--- src/hdl/ps2mct_pkg.sv ---
// ----------------------------------------------------------------------------
// ps2mct_pkg
// Shared types, constants and a helper function for the PS/2 mouse packet
// decoder and cursor tracker.
// ----------------------------------------------------------------------------
package ps2mct_pkg;

  localparam int unsigned COORD_BITS_DEF = 12;
  localparam int unsigned BYTE_W         = 8;
  localparam int unsigned CFG_W          = 13;
  localparam int unsigned APB_DATA_W     = 32;
  localparam int unsigned APB_ADDR_W     = 3;
  localparam int unsigned DELTA_W        = 10;

  // Header bit positions.
  localparam int unsigned HDR_LEFT   = 0;
  localparam int unsigned HDR_RIGHT  = 1;
  localparam int unsigned HDR_MIDDLE = 2;
  localparam int unsigned HDR_SYNC   = 3;
  localparam int unsigned HDR_XSIGN  = 4;
  localparam int unsigned HDR_YSIGN  = 5;
  localparam int unsigned HDR_XOVF   = 6;
  localparam int unsigned HDR_YOVF   = 7;

  localparam logic [CFG_W-1:0] SCREEN_WIDTH_RST  = 13'd1024;
  localparam logic [CFG_W-1:0] SCREEN_HEIGHT_RST = 13'd768;

  // Register index, taken from paddr bit 2.
  typedef enum logic {
    REG_SCREEN_WIDTH  = 1'b0,
    REG_SCREEN_HEIGHT = 1'b1
  } reg_index_t;

  // Position of the next byte inside a three-byte packet.
  typedef enum logic [1:0] {
    SLOT_HEADER = 2'd0,
    SLOT_XDELTA = 2'd1,
    SLOT_YDELTA = 2'd2
  } byte_slot_t;

  typedef logic signed [DELTA_W-1:0] delta_t;

  // Completed packet handed from the framer to the tracker.
  typedef struct packed {
    logic              complete;
    logic [BYTE_W-1:0] header;
    logic [BYTE_W-1:0] x_byte;
    logic [BYTE_W-1:0] y_byte;
  } packet_t;

  // 9-bit signed delta, extended by 255 in the sign direction on overflow.
  function automatic delta_t delta9(input logic [BYTE_W-1:0] mag, input logic neg,
                                    input logic ovf);
    delta_t d;
    d = $signed({1'b0, neg, mag});
    d = neg ? d - delta_t'(512) : d;
    if (ovf) begin
      d = neg ? d - delta_t'(255) : d + delta_t'(255);
    end
    return d;
  endfunction

endpackage

--- src/hdl/ps2_mouse_packet_cursor_tracker_core.sv ---
// ----------------------------------------------------------------------------
// ps2_mouse_packet_cursor_tracker_core
// PS/2 mouse byte stream in, clamped cursor position and buttons out.
// ----------------------------------------------------------------------------
// Raw mouse bytes enter on the s_axis channel, one byte per item. The first
// byte after reset is dropped; after that, bytes are framed into three-byte
// packets, a header being recognized by its sync bit. The third byte of each
// packet produces one item on m_axis with the new cursor position and the
// three button states; header and X bytes produce nothing.
// An accepted Y byte passes through the input register, then through the add
// and clamp into the output register. One byte is taken every cycle, limited
// only by the output register when a result is waiting.
// Reset clears the packet framer, sets the cursor to the top left corner and
// loads the screen size registers with 1024 by 768. While m_axis_tready is
// low and a result waits, the byte in the input register holds and
// s_axis_tready drops; nothing is lost. The APB port sets the screen width
// (address 0) and height (address 4); write them only while the stream is
// idle.
// ----------------------------------------------------------------------------
module ps2_mouse_packet_cursor_tracker_core #(
  parameter int unsigned COORD_BITS = ps2mct_pkg::COORD_BITS_DEF,
  localparam int unsigned TDATA_W   = ((2 * COORD_BITS + 3 + 7) / 8) * 8
) (
  input  logic                              clk,
  input  logic                              rst,
  // APB configuration
  input  logic                              psel,
  input  logic                              penable,
  input  logic                              pwrite,
  input  logic [ps2mct_pkg::APB_ADDR_W-1:0] paddr,
  input  logic [ps2mct_pkg::APB_DATA_W-1:0] pwdata,
  output logic [ps2mct_pkg::APB_DATA_W-1:0] prdata,
  output logic                              pready,
  // Mouse bytes
  input  logic                              s_axis_tvalid,
  output logic                              s_axis_tready,
  input  logic [ps2mct_pkg::BYTE_W-1:0]     s_axis_tdata,   // data_byte
  // Cursor results
  output logic                              m_axis_tvalid,
  input  logic                              m_axis_tready,
  // cursor_x, cursor_y, left_pressed, middle_pressed, right_pressed, zero fill
  output logic [TDATA_W-1:0]                m_axis_tdata
);

  logic [ps2mct_pkg::CFG_W-1:0]  screen_width;
  logic [ps2mct_pkg::CFG_W-1:0]  screen_height;
  logic                          in_valid;
  logic [ps2mct_pkg::BYTE_W-1:0] in_byte;
  logic                          advance;
  ps2mct_pkg::packet_t           pkt;
  ps2mct_pkg::reg_index_t        reg_sel;
  logic [COORD_BITS-1:0]         cursor_x;
  logic [COORD_BITS-1:0]         cursor_y;
  logic                          left_pressed;
  logic                          middle_pressed;
  logic                          right_pressed;

  // Configuration registers.
  assign pready  = 1'b1;
  assign reg_sel = ps2mct_pkg::reg_index_t'(paddr[2]);

  always_ff @(posedge clk) begin
    if (rst) begin
      screen_width  <= ps2mct_pkg::SCREEN_WIDTH_RST;
      screen_height <= ps2mct_pkg::SCREEN_HEIGHT_RST;
    end else if (psel && penable && pwrite) begin
      unique case (reg_sel)
        ps2mct_pkg::REG_SCREEN_WIDTH:  screen_width  <= pwdata[ps2mct_pkg::CFG_W-1:0];
        ps2mct_pkg::REG_SCREEN_HEIGHT: screen_height <= pwdata[ps2mct_pkg::CFG_W-1:0];
        default: ;
      endcase
    end
  end

  always_comb begin
    unique case (reg_sel)
      ps2mct_pkg::REG_SCREEN_WIDTH:  prdata = ps2mct_pkg::APB_DATA_W'(screen_width);
      ps2mct_pkg::REG_SCREEN_HEIGHT: prdata = ps2mct_pkg::APB_DATA_W'(screen_height);
      default:                       prdata = '0;
    endcase
  end

  // Input register; the byte moves on whenever the output register can take
  // a result this cycle.
  assign advance       = in_valid && (!m_axis_tvalid || m_axis_tready);
  assign s_axis_tready = !in_valid || advance;

  always_ff @(posedge clk) begin
    if (rst) begin
      in_valid <= 1'b0;
    end else if (s_axis_tready) begin
      in_valid <= s_axis_tvalid;
    end
  end

  always_ff @(posedge clk) begin
    if (s_axis_tvalid && s_axis_tready) begin
      in_byte <= s_axis_tdata;
    end
  end

  ps2mct_framer u_framer (
    .clk       (clk),
    .rst       (rst),
    .step      (advance),
    .data_byte (in_byte),
    .pkt       (pkt)
  );

  ps2mct_tracker #(
    .COORD_BITS (COORD_BITS)
  ) u_tracker (
    .clk            (clk),
    .rst            (rst),
    .pkt            (pkt),
    .screen_width   (screen_width),
    .screen_height  (screen_height),
    .out_ready      (m_axis_tready),
    .out_valid      (m_axis_tvalid),
    .cursor_x       (cursor_x),
    .cursor_y       (cursor_y),
    .left_pressed   (left_pressed),
    .middle_pressed (middle_pressed),
    .right_pressed  (right_pressed)
  );

  assign m_axis_tdata = TDATA_W'({right_pressed, middle_pressed, left_pressed,
                                  cursor_y, cursor_x});

endmodule

--- src/hdl/ps2mct_framer.sv ---
// ----------------------------------------------------------------------------
// ps2mct_framer
// Groups raw mouse bytes into header / X / Y packets, dropping the first
// byte after reset and resynchronizing on the header sync bit.
// ----------------------------------------------------------------------------
module ps2mct_framer (
  input  logic                         clk,
  input  logic                         rst,
  input  logic                         step,
  input  logic [ps2mct_pkg::BYTE_W-1:0] data_byte,
  output ps2mct_pkg::packet_t          pkt
);

  logic                          first_pending;
  logic                          first_pending_next;
  ps2mct_pkg::byte_slot_t        byte_index;
  ps2mct_pkg::byte_slot_t        byte_index_next;
  logic [ps2mct_pkg::BYTE_W-1:0] header_byte;
  logic [ps2mct_pkg::BYTE_W-1:0] header_byte_next;
  logic [ps2mct_pkg::BYTE_W-1:0] x_delta_byte;
  logic [ps2mct_pkg::BYTE_W-1:0] x_delta_byte_next;

  always_comb begin
    first_pending_next = first_pending;
    byte_index_next    = byte_index;
    header_byte_next   = header_byte;
    x_delta_byte_next  = x_delta_byte;
    if (step) begin
      if (first_pending) begin
        first_pending_next = 1'b0;
      end else begin
        unique case (byte_index)
          ps2mct_pkg::SLOT_XDELTA: begin
            x_delta_byte_next = data_byte;
            byte_index_next   = ps2mct_pkg::SLOT_YDELTA;
          end
          ps2mct_pkg::SLOT_YDELTA: begin
            byte_index_next = ps2mct_pkg::SLOT_HEADER;
          end
          default: begin
            // A header byte must carry the sync bit, otherwise it is skipped.
            if (data_byte[ps2mct_pkg::HDR_SYNC]) begin
              header_byte_next = data_byte;
              byte_index_next  = ps2mct_pkg::SLOT_XDELTA;
            end else begin
              byte_index_next = ps2mct_pkg::SLOT_HEADER;
            end
          end
        endcase
      end
    end
  end

  always_comb begin
    pkt.complete = step && !first_pending && (byte_index == ps2mct_pkg::SLOT_YDELTA);
    pkt.header   = header_byte;
    pkt.x_byte   = x_delta_byte;
    pkt.y_byte   = data_byte;
  end

  always_ff @(posedge clk) begin
    if (rst) begin
      first_pending <= 1'b1;
      byte_index    <= ps2mct_pkg::SLOT_HEADER;
      header_byte   <= '0;
      x_delta_byte  <= '0;
    end else begin
      first_pending <= first_pending_next;
      byte_index    <= byte_index_next;
      header_byte   <= header_byte_next;
      x_delta_byte  <= x_delta_byte_next;
    end
  end

endmodule

--- src/hdl/ps2mct_tracker.sv ---
// ----------------------------------------------------------------------------
// ps2mct_tracker
// Applies packet deltas to the cursor position, clamps it to the screen and
// holds the result in the output register until it is taken.
// ----------------------------------------------------------------------------
module ps2mct_tracker #(
  parameter int unsigned COORD_BITS = ps2mct_pkg::COORD_BITS_DEF
) (
  input  logic                         clk,
  input  logic                         rst,
  input  ps2mct_pkg::packet_t          pkt,
  input  logic [ps2mct_pkg::CFG_W-1:0] screen_width,
  input  logic [ps2mct_pkg::CFG_W-1:0] screen_height,
  input  logic                         out_ready,
  output logic                         out_valid,
  output logic [COORD_BITS-1:0]        cursor_x,
  output logic [COORD_BITS-1:0]        cursor_y,
  output logic                         left_pressed,
  output logic                         middle_pressed,
  output logic                         right_pressed
);

  // Sum width: position plus a delta of up to +-511, with a sign bit.
  localparam int unsigned SW = COORD_BITS + 3;
  localparam int unsigned LW = ((COORD_BITS > ps2mct_pkg::CFG_W) ?
                                COORD_BITS : ps2mct_pkg::CFG_W) + 1;

  logic [COORD_BITS-1:0] pos_x;
  logic [COORD_BITS-1:0] pos_y;
  ps2mct_pkg::delta_t    dx;
  ps2mct_pkg::delta_t    dy;
  logic signed [SW-1:0]  sum_x;
  logic signed [SW-1:0]  sum_y;
  logic [COORD_BITS-1:0] pos_x_next;
  logic [COORD_BITS-1:0] pos_y_next;

  function automatic logic [COORD_BITS-1:0] clamp_axis(
    input logic signed [SW-1:0] v, input logic [ps2mct_pkg::CFG_W-1:0] size);
    logic [ps2mct_pkg::CFG_W-1:0] lim_raw;
    logic [LW-1:0]                lim_wide;
    logic [LW-1:0]                cmax;
    logic [COORD_BITS-1:0]        lim;
    logic [COORD_BITS-1:0]        res;
    lim_raw  = (size == '0) ? '0 : size - 1'b1;
    lim_wide = LW'(lim_raw);
    cmax     = LW'({COORD_BITS{1'b1}});
    lim      = (lim_wide > cmax) ? cmax[COORD_BITS-1:0] : lim_wide[COORD_BITS-1:0];
    if (v < 0) begin
      res = '0;
    end else if (v > $signed({3'b000, lim})) begin
      res = lim;
    end else begin
      res = v[COORD_BITS-1:0];
    end
    return res;
  endfunction

  always_comb begin
    dx = ps2mct_pkg::delta9(pkt.x_byte, pkt.header[ps2mct_pkg::HDR_XSIGN],
                            pkt.header[ps2mct_pkg::HDR_XOVF]);
    dy = ps2mct_pkg::delta9(pkt.y_byte, pkt.header[ps2mct_pkg::HDR_YSIGN],
                            pkt.header[ps2mct_pkg::HDR_YOVF]);
    sum_x = $signed({3'b000, pos_x}) + SW'(dx);
    // Mouse Y grows upward, screen Y grows downward.
    sum_y = $signed({3'b000, pos_y}) - SW'(dy);
    pos_x_next = clamp_axis(sum_x, screen_width);
    pos_y_next = clamp_axis(sum_y, screen_height);
  end

  always_ff @(posedge clk) begin
    if (rst) begin
      out_valid <= 1'b0;
      pos_x     <= '0;
      pos_y     <= '0;
    end else if (pkt.complete) begin
      out_valid <= 1'b1;
      pos_x     <= pos_x_next;
      pos_y     <= pos_y_next;
    end else if (out_ready) begin
      out_valid <= 1'b0;
    end
  end

  always_ff @(posedge clk) begin
    if (pkt.complete) begin
      cursor_x       <= pos_x_next;
      cursor_y       <= pos_y_next;
      left_pressed   <= pkt.header[ps2mct_pkg::HDR_LEFT];
      middle_pressed <= pkt.header[ps2mct_pkg::HDR_MIDDLE];
      right_pressed  <= pkt.header[ps2mct_pkg::HDR_RIGHT];
    end
  end

endmodule

--- config.mk ---
export PLATFORM = sky130hd
export DESIGN_NAME = ps2_mouse_packet_cursor_tracker_core
export DESIGN_NICKNAME = d
export VERILOG_FILES = /design/src/hdl/ps2mct_pkg.sv /design/src/hdl/ps2_mouse_packet_cursor_tracker_core.sv /design/src/hdl/ps2mct_framer.sv /design/src/hdl/ps2mct_tracker.sv
export SDC_FILE = /design/constraint.sdc
export NUM_CORES = 1
export LEC_CHECK = 0
export ABC_AREA = 0
export BUFFER_PORTS_ARGS = -buffer_cell sky130_fd_sc_hd__buf_2
export CAP_MARGIN = 30
export CORE_ASPECT_RATIO = 0.6
export CORE_MARGIN = 5
export CORE_UTILIZATION = 50
export CTS_CLUSTER_SIZE = 16
export DETAILED_ROUTE_END_ITERATION = 8
export GPL_TIMING_DRIVEN = 0
export PLACE_DENSITY = 0.73
export SKIP_LAST_GASP = 1
export SLEW_MARGIN = 20
export SYNTH_ARGS = -nofsm -noshare
export SYNTH_HDL_FRONTEND = slang
export SYNTH_HIERARCHICAL = 1
export SYNTH_SLANG_ARGS = --single-unit
--- constraint.sdc ---
create_clock -name clk -period 4.8 [get_ports clk]
set_clock_uncertainty 0.1 [all_clocks]
set_input_delay 0.96 -clock clk [delete_from_list [all_inputs] [get_ports clk]]
set_output_delay 0.96 -clock clk [all_outputs]
set_load 0.05 [all_outputs]
==> impl_metrics.yaml, run 1 <==
run_status:
  outcome: "complete, but fails checks"
  violations: "negative setup slack"
clock_network:
  cts_root_buf: "clkbuf_16"
  path_clk_slew_ns: 0.08
  numClockSinks: 105
  cts_tree: "built"
  hold_buffers: 0
  clockBufferDepth: 2
  h-tree-depth: 3
  cts_made_buffers: 9
  clk_latency_ns: 0.37
timing:
  fmax_mhz: 187.7
  setup_ws_ns: -0.5286
  layout_min_cycle_time_ns: 5.329
  rsz0062_at_grt: "true"
  slew_headroom_pct: 45.27
  setup_viol: 48
  worst_pin_slew_ns: 0.8136
  slew_violations: 0
  timing_hold_violations_final: 0
  fin_crit_sh_pct: 111.0
job:
  cap_violations: 0
layout:
  finalInstanceArea_um2: 10120
  fin_nets: 1189
  antennaDiodeCount: 0
  drive_above_1_share_pct: 29.69
  fin_cells: 1274
  syn_to_final_growth_pct: 26.78
logic_synthesis:
  netlist_instances: 914
  avgSynthCellArea_um2: 8.735
  yosysWarnings: 6
  netlist_area_um2: 7984
floorplanning:
  initial_utilization_pct: 51.50
  rows: 35
  die_x_um: 173.1
  coreArea_um2: 15500
  fp.dieArea_um2: 18680
  io_pins: 117
  die_y_um: 107.9
detailed_routing:
  drtAntennaViolNets: 0
  route.detailed.drc: 0
  routed-via-count: 7321
  m1WireLength_um: 10880
  route.met3.wl_um: 2190
  firstDrtPassIters: 7
  top_layer: "met4"
  viasPerCell: 5.746
  routed_wl_um: 23150
  detail_route.iter0.violations: 574
  dr_wl_met2_um: 9904
  wl_per_cell_um: 18.17
worst_setup_path:
  slowest_delay_ns: 0.43
  rrSetupSlack_ns: -0.53
  required_ns: 4.80
  worstSetupPathType: "flop to flop"
  startpoint: "u_framer/header_byte[5]"
  cp.arrival_ns: 5.32
  path_max_fanout: 6
  cp-start-kind: "flop"
  cp.buffers_inverters: 3
  rr_startpoint: "u_framer/header_byte[5]"
  crit_slowest_cell: "fa_2"
  crit_family: "compound AO/OA/AOI/OAI gates"
  critPathCaptureType: "flop"
power:
  peakVddDrop_mv: 0.1935
  pwr-share-seq_pct: 43.2
  switching_share_pct: 30.57
  p_comb_share_pct: 21.2
  p_per_area_nw_per_um2: 216.2
  p_clk_share_pct: 35.6
  p_leak_nw: 4.231
  p_int_mw: 1.519
  finalPower_mw: 2.188
  power.switching_mw: 0.6691
global_route:
  grt_max_degree: 21
  grt-ovfl-total: 0
  grt_pass1_wl_um: 35510
  grt.total_usage_pct: 23.37
  first_global_vias: 6782
  antenna_found_initial: 0
place:
  dpl.cell_count: 1210
  dpl.hpwl_um: 16270
  place_ws_ns: -1.120
  placed_area_um2: 8818
  portBuffers: 69
  globalplace.congestion: 0.9488
min_path:
  min_path_type: "flop to flop"
  worstHoldStart: "u_framer/header_byte[0]"
[metrics by stage]
stage	util, %	setup TNS, ns	hold slack, ns
2_1_floorplan	-	-5.548	0.3081
3_3_place_gp	56.66	-44.30	0.3154
3_5_place_dp	56.88	-37.11	0.3168
4_1_cts	61.87	-9.371	0.3355
5_1_grt	65.29	-24.67	0.3398
6_report	65.29	-13.46	0.3374
[final cells by class]
| type | instances | area (µm²) |
|---|---|---|
| Multi-Input combinational cell | 711 | 5597 |
| Timing Repair Buffer | 122 | 820.8 |
| Tap cell | 203 | 254.0 |
| Inverter | 47 | 187.7 |
| Fill cell | 1227 | 5380 |
| Buffer | 70 | 490.5 |
| Sequential cell | 105 | 2460 |
| Clock buffer | 10 | 250.2 |
| Clock inverter | 6 | 62.56 |
[layout by cell type, fill, tap and decap left out, drive strengths merged, types with 13 or more instances in the layout]
master	n
o21ai	34
clkbuf	30
a21o	18
nor2b	13
nand2b	43
ha	69
a21oi	62
conb	25
buf	172
nor3	39
dfxtp	70
xnor2	34
nor2	53
o31ai	15
nand2	78
inv	51
mux2	21
nand3	27
edfxtp	35
mux2i	32
[path summary, 6_finish.rpt]
| check | to | cells after the start |
|---|---|---|
| max | u_tracker/cursor_y[10] | 25 |
| min | u_tracker/left_pressed | 0 |
| max reg2reg | u_tracker/cursor_y[10] | 25 |
| min reg2reg | u_tracker/left_pressed | 0 |
[sequential cells by signal (all words and copies together), names as in the netlist]
| name | cells |
|---|---|
| u_tracker/right_pressed | 1 |
| u_tracker/middle_pressed | 1 |
| u_framer/first_pending | 1 |
| u_tracker/pos_y | 12 |
| u_tracker/left_pressed | 1 |
| in_valid | 1 |
| u_tracker/cursor_x | 12 |
| u_tracker/cursor_y | 12 |
| u_framer/x_delta_byte | 8 |
| in_byte | 8 |
| screen_width | 13 |
| u_framer/header_byte | 7 |
| u_tracker/pos_x | 12 |
| screen_height | 13 |
| u_framer/byte_index | 2 |
| u_tracker/out_valid | 1 |
[power by group through the flow]
stage | registers, mW | clock network [mW] | logic (mW)
2_1_floorplan | 0.957 | 0 | 0.313
3_3_place_gp | 0.964 | 0 | 0.388
3_5_place_dp | 0.964 | 0 | 0.394
4_1_cts | 0.944 | 0.789 | 0.419
5_1_grt | 0.946 | 0.824 | 0.499
6_report | 0.944 | 0.780 | 0.464
[repair_timing]
| action | CTS | global route |
|---|---|---|
| setup endpoints to repair | 48 | 48 |
| resized for setup | 46 | 95 |
| setup buffers | 36 | 13 |
| pin swaps | 42 | 62 |
| gates cloned | 1 | 2 |
[per-layer routing]
layer / up-vias / track usage (%)
met5: - / 0
met1: 3439 / 35.36
li1: 3536 / -
met2: 323 / 33.77
met4: 0 / 3.756
met3: 23 / 5.967
No activity file was read; power rests on OpenSTA's default activity.
==> inputs of run 2 (changes only) <==
==> constraint.sdc (replaced) <==
create_clock -name clk -period 4.8 [get_ports clk]
set_clock_uncertainty 0.1 [all_clocks]
set_input_delay 0.24 -clock clk [delete_from_list [all_inputs] [get_ports clk]]
set_output_delay 0.24 -clock clk [all_outputs]
set_load 0.05 [all_outputs]
==> impl_metrics.yaml, run 2 (synthesis results as in run 1) <==
worst_setup_path:
  cp.buffers_inverters: 3
  rrSetupSlack_ns: -0.51
  cp-start-kind: "flop"
  cp.arrival_ns: 5.30
  startpoint: "u_framer/header_byte[5]"
  crit_slowest_cell: "fa_2"
  path_max_fanout: 6
  critPathCaptureType: "flop"
  r2r-end: "u_tracker/cursor_y[10]"
  required_ns: 4.79
  r2r_cells: 25
  crit_cells: 25
  worstSetupPathType: "flop to flop"
  slowest_delay_ns: 0.43
  crit_family: "compound AO/OA/AOI/OAI gates"
  crit_end: "u_tracker/cursor_y[10]"
  rr_startpoint: "u_framer/header_byte[5]"
layout:
  multi_input_area_um2: 5597
  mostFrequentLayoutCells: "buf_4 (83), nand2_1 (77), buf_2 (74)"
  final_common_cell: "buf_4"
  syn_to_final_growth_pct: 27.79
  fin_nets: 1197
  reg_top3: "screen_height x13, screen_width x13"
  fin_cells: 1282
  register_area_um2: 2460
  antennaDiodeCount: 0
  finish.utilization_pct: 65.81
  drive_above_1_share_pct: 29.47
  nFillCells: 1220
detailed_routing:
  wl_per_cell_um: 18.16
  firstDrtPassIters: 7
  route.detailed.drc: 0
  detail_route.iter0.violations: 678
  viasPerCell: 5.732
  routed_wl_um: 23280
  drtAntennaViolNets: 0
  routed-via-count: 7348
floorplanning:
  die_y_um: 107.9
  die_x_um: 173.1
  rows: 35
  initial_utilization_pct: 51.50
  io_pins: 117
  coreArea_um2: 15500
  fp.dieArea_um2: 18680
clock_network:
  h-tree-depth: 3
  cts_root_buf: "clkbuf_16"
  path_clk_slew_ns: 0.07
  clk_latency_ns: 0.37
  clockBufferDepth: 2
  cts_tree: "built"
  cts_made_buffers: 9
  numClockSinks: 105
place:
  globalplace.congestion: 0.9488
  dpl.hpwl_um: 16270
  dpl.cell_count: 1210
  portBuffers: 69
run_status:
  violations: "negative setup slack"
  outcome: "complete, but fails checks"
timing:
  fin_crit_sh_pct: 110.5
  timing_hold_violations_final: 0
  slew_headroom_pct: 45.28
  fmax_mhz: 188.5
  rsz0062_at_grt: "true"
  timing.hold.ws_ns: 0.02506
  layout_min_cycle_time_ns: 5.306
  worst_pin_slew_ns: 0.8135
  setup_ws_ns: -0.5060
  slew_violations: 0
  setup_viol: 48
power:
  p_per_area_nw_per_um2: 215.2
  p_leak_nw: 4.265
  peakVddDrop_mv: 0.1910
global_route:
  first_global_vias: 6817
  grt-ovfl-total: 0
  grt_pass1_wl_um: 35710
  grt_max_degree: 21
  antenna_found_initial: 0
  grt.total_usage_pct: 23.52
min_path:
  min_path_type: "input port to flop"
job:
  cap_violations: 0
[run 2: cell count changes in the layout (fill, tap and decap cells not counted)]
| cell | previous run | this run |
|---|---|---|
| dlygate4sd3_1 | 0 | 8 |
[run 2: through the flow]
stage               setup slack, ns  total power [mW]  instance area [µm²]  TNS [ns]
global route                -0.7689             2.274                10200    -24.68
floorplan                   -0.2871             1.270                 8184    -5.548
global placement             -1.041             1.352                 8783    -35.19
CTS                         -0.4922             2.157                 9672    -9.371
finish                      -0.5060             2.196                10200    -12.77
detailed placement           -1.120             1.358                 8818    -37.11
[run 2: cell type report]
cell class | instances | area share (%)
buffer | 70 | 4.807
clock buffer | 10 | 2.453
clock inverter | 6 | 0.6132
inverter | 47 | 1.840
multi-input combinational | 711 | 54.86
sequential | 105 | 24.11
tap | 203 | 2.490
timing repair buffer | 130 | 8.830
[run 2: what timing repair did]
item                                    CTS  global route
gates resized for setup                  46            95
buffers inserted                         36            13
endpoints found under the setup margin   48            48
hold buffers                              8             0
gates cloned                              1             2
hold endpoints to repair                  8             0
pin swaps                                42            62
[run 2: where the power goes]
group / switching, mW / internal [mW] / leakage [nW]
clock: 0.381 / 0.400 / 0.154
combinational: 0.273 / 0.197 / 3.26
sequential: 0.0183 / 0.926 / 0.852
total: 0.672 / 1.52 / 4.26
[run 2: worst min path at each step]
stage	startpoint	endpoint	slack, ns	cells past startpoint
6_report	s_axis_tvalid	in_valid	0.03	3
2_1_floorplan	rst	u_tracker/out_valid	0.21	1
4_1_cts	s_axis_tvalid	in_valid	0.02	3
3_5_place_dp	u_framer/header_byte[0]	u_tracker/left_pressed	0.32	0
3_3_place_gp	u_framer/header_byte[0]	u_tracker/left_pressed	0.32	0
5_1_grt	s_axis_tvalid	in_valid	0.03	3
[run 2: worst register-to-register path: stages (launching register included)]
cell	delay, ns
dfxtp_4	0.37
clkinvlp_4	0.16
fa_2	0.43
a21oi_2	0.13
o21bai_1	0.10
a21oi_1	0.16
nor2_1	0.05
nor2_1	0.13
buf_4	0.13
xnor2_1	0.10
mux2i_1	0.11
ha_2	0.24
or3_4	0.40
o32ai_4	0.32
nor2b_1	0.08
o21ai_1	0.18
a21oi_2	0.12
ha_1	0.19
a21o_1	0.20
a211oi_2	0.14
o211ai_1	0.14
and3_4	0.22
o32a_4	0.43
buf_4	0.16
nor3_2	0.19
nor3_1	0.08
[run 2: routing by layer]
metal	global-route usage [%]	up-vias	part of all wire, %
li1	-	3556	-
met1	35.51	3424	48
met2	34.14	340	43
met3	5.932	28	8.8
met4	3.756	0	0.85
met5	0	-	0
==> inputs of run 3 (changes only) <==
--- a/config.mk
+++ b/config.mk
@@ -16,2 +16,3 @@
 export GPL_TIMING_DRIVEN = 0
+export MAX_ROUTING_LAYER = met4
 export PLACE_DENSITY = 0.73
==> constraint.sdc (replaced) <==
create_clock -name clk -period 4.8 [get_ports clk]
set_clock_uncertainty 0.1 [all_clocks]
set_input_delay 0.72 -clock clk [delete_from_list [all_inputs] [get_ports clk]]
set_output_delay 0.72 -clock clk [all_outputs]
set_load 0.05 [all_outputs]
==> impl_metrics.yaml, run 3 (synthesis results as in run 1) <==
worst_setup_path:
  worstSetupPathType: "flop to flop"
  cp.arrival_ns: 5.29
  crit_end: "u_tracker/cursor_y[10]"
  crit_slowest_cell: "fa_2"
  path_max_fanout: 6
  r2r-end: "u_tracker/cursor_y[10]"
  cp-start-kind: "flop"
  required_ns: 4.79
  r2r_cells: 25
  startpoint: "u_framer/header_byte[5]"
  critPathCaptureType: "flop"
  rrSetupSlack_ns: -0.50
  rr_startpoint: "u_framer/header_byte[5]"
  slowest_delay_ns: 0.43
layout:
  fin_cells: 1274
  antennaDiodeCount: 0
  reg_top3: "screen_height x13, screen_width x13"
  mostFrequentLayoutCells: "buf_4 (83), nand2_1 (77), buf_2 (74)"
  finish.utilization_pct: 65.29
  fin_nets: 1189
  finalInstanceArea_um2: 10120
  nFillCells: 1227
  syn_to_final_growth_pct: 26.78
  final_common_cell: "buf_4"
  drive_above_1_share_pct: 29.69
place:
  dpl.cell_count: 1210
  portBuffers: 69
  dpl.hpwl_um: 16270
  placed_area_um2: 8818
  place_ws_ns: -1.120
  globalplace.congestion: 0.9660
power:
  p_leak_nw: 4.231
  p_int_mw: 1.519
  p_comb_share_pct: 21.2
  peakVddDrop_mv: 0.1913
  p_per_area_nw_per_um2: 216.3
  power.switching_mw: 0.6696
  p_clk_share_pct: 35.6
  pwr-share-seq_pct: 43.2
  switching_share_pct: 30.59
detailed_routing:
  routed-via-count: 7325
  drtAntennaViolNets: 0
  firstDrtPassIters: 8
  viasPerCell: 5.750
  routed_wl_um: 23050
  route.detailed.drc: 0
  wl_per_cell_um: 18.09
  detail_route.iter0.violations: 596
timing:
  fin_crit_sh_pct: 110.4
  layout_min_cycle_time_ns: 5.297
  slew_headroom_pct: 45.14
  fmax_mhz: 188.8
  rsz0062_at_grt: "true"
  setup_viol: 48
  timing_hold_violations_final: 0
  slew_violations: 0
  setup_ws_ns: -0.4968
  worst_pin_slew_ns: 0.8156
  timing.hold.ws_ns: 0.3372
clock_network:
  numClockSinks: 105
  h-tree-depth: 3
  path_clk_slew_ns: 0.08
  clk_latency_ns: 0.37
  cts_root_buf: "clkbuf_16"
  cts_made_buffers: 9
  cts_tree: "built"
  clockBufferDepth: 2
global_route:
  grt.total_usage_pct: 24.03
  antenna_found_initial: 0
  grt_pass1_wl_um: 35510
  grt-ovfl-total: 0
  grt_max_degree: 21
  first_global_vias: 6789
min_path:
  min_path_type: "flop to flop"
floorplanning:
  die_y_um: 107.9
  coreArea_um2: 15500
  fp.dieArea_um2: 18680
  initial_utilization_pct: 51.50
  io_pins: 117
  die_x_um: 173.1
  rows: 35
job:
  cap_violations: 0
run_status:
  outcome: "complete, but fails checks"
  violations: "negative setup slack"
## run 3: changes by cell type in the layout (fill, tap and decap cells not counted)
cell,change
dlygate4sd3_1,-8
## run 3: power groups by stage
stage                     registers (mW)  logic (mW)  clock network, mW
after global placement             0.964       0.388                  0
after detailed placement           0.964       0.394                  0
after CTS                          0.944       0.419              0.789
after global routing               0.946       0.499              0.823
after floorplan                    0.957       0.313                  0
final                              0.945       0.464              0.780
## run 3: metal layers
metal  GRT usage, %  up-vias  wire (µm)
li1               -     3540          -
met1          35.53     3417      10890
met2          33.86      337       9754
met3          5.581       31       2153
met4          3.756        0        252
met5              -        -          0
## run 3: how the worst min path moves through the flow
stage | start | endpoint | slack (ns) | depth (start not counted)
4_1_cts | u_framer/header_byte[0] | u_tracker/left_pressed | 0.34 | 0
5_1_grt | u_framer/header_byte[0] | u_tracker/left_pressed | 0.34 | 0
2_1_floorplan | u_framer/header_byte[0] | u_tracker/left_pressed | 0.31 | 0
3_5_place_dp | u_framer/header_byte[0] | u_tracker/left_pressed | 0.32 | 0
6_report | u_framer/header_byte[0] | u_tracker/left_pressed | 0.34 | 0
3_3_place_gp | u_framer/header_byte[0] | u_tracker/left_pressed | 0.32 | 0
## run 3: timing repair
item	CTS	global route
hold buffers	0	0
gates cloned	1	2
resized for setup	46	95
endpoints found under the hold margin	0	0
setup endpoints to repair	48	48
pin swaps	42	61
buffers inserted	36	13
## run 3: critical path: cells and delay by family (launching register included)
| kind | cells | cell delay [ns] |
|---|---|---|
| muxes | 1 | 0.11 |
| adders and majority gates | 3 | 0.86 |
| AOI/OAI and AO/OA | 10 | 1.90 |
| buffers and inverters | 3 | 0.45 |
| DFF | 1 | 0.37 |
| and+or+nand+nor | 7 | 1.15 |
| xor gates and xnor gates | 1 | 0.10 |
## run 3: through the flow
step,TNS [ns],power (mW)
6_report,-12.35,2.189
5_1_grt,-24.33,2.267
4_1_cts,-9.371,2.152
3_5_place_dp,-37.11,1.358
3_3_place_gp,-40.95,1.352
2_1_floorplan,-5.548,1.270
## run 3: cell type report
cell class,count,area [µm²],area share (%)
repair buffers,122,820.8,8.109
well taps,203,254.0,2.509
plain buffers,70,490.5,4.845
flip-flops and latches,105,2460,24.30
clock inverters,6,62.56,0.6180
clock buffers,10,250.2,2.472
multi-input cells,711,5597,55.29
inverters,47,187.7,1.854
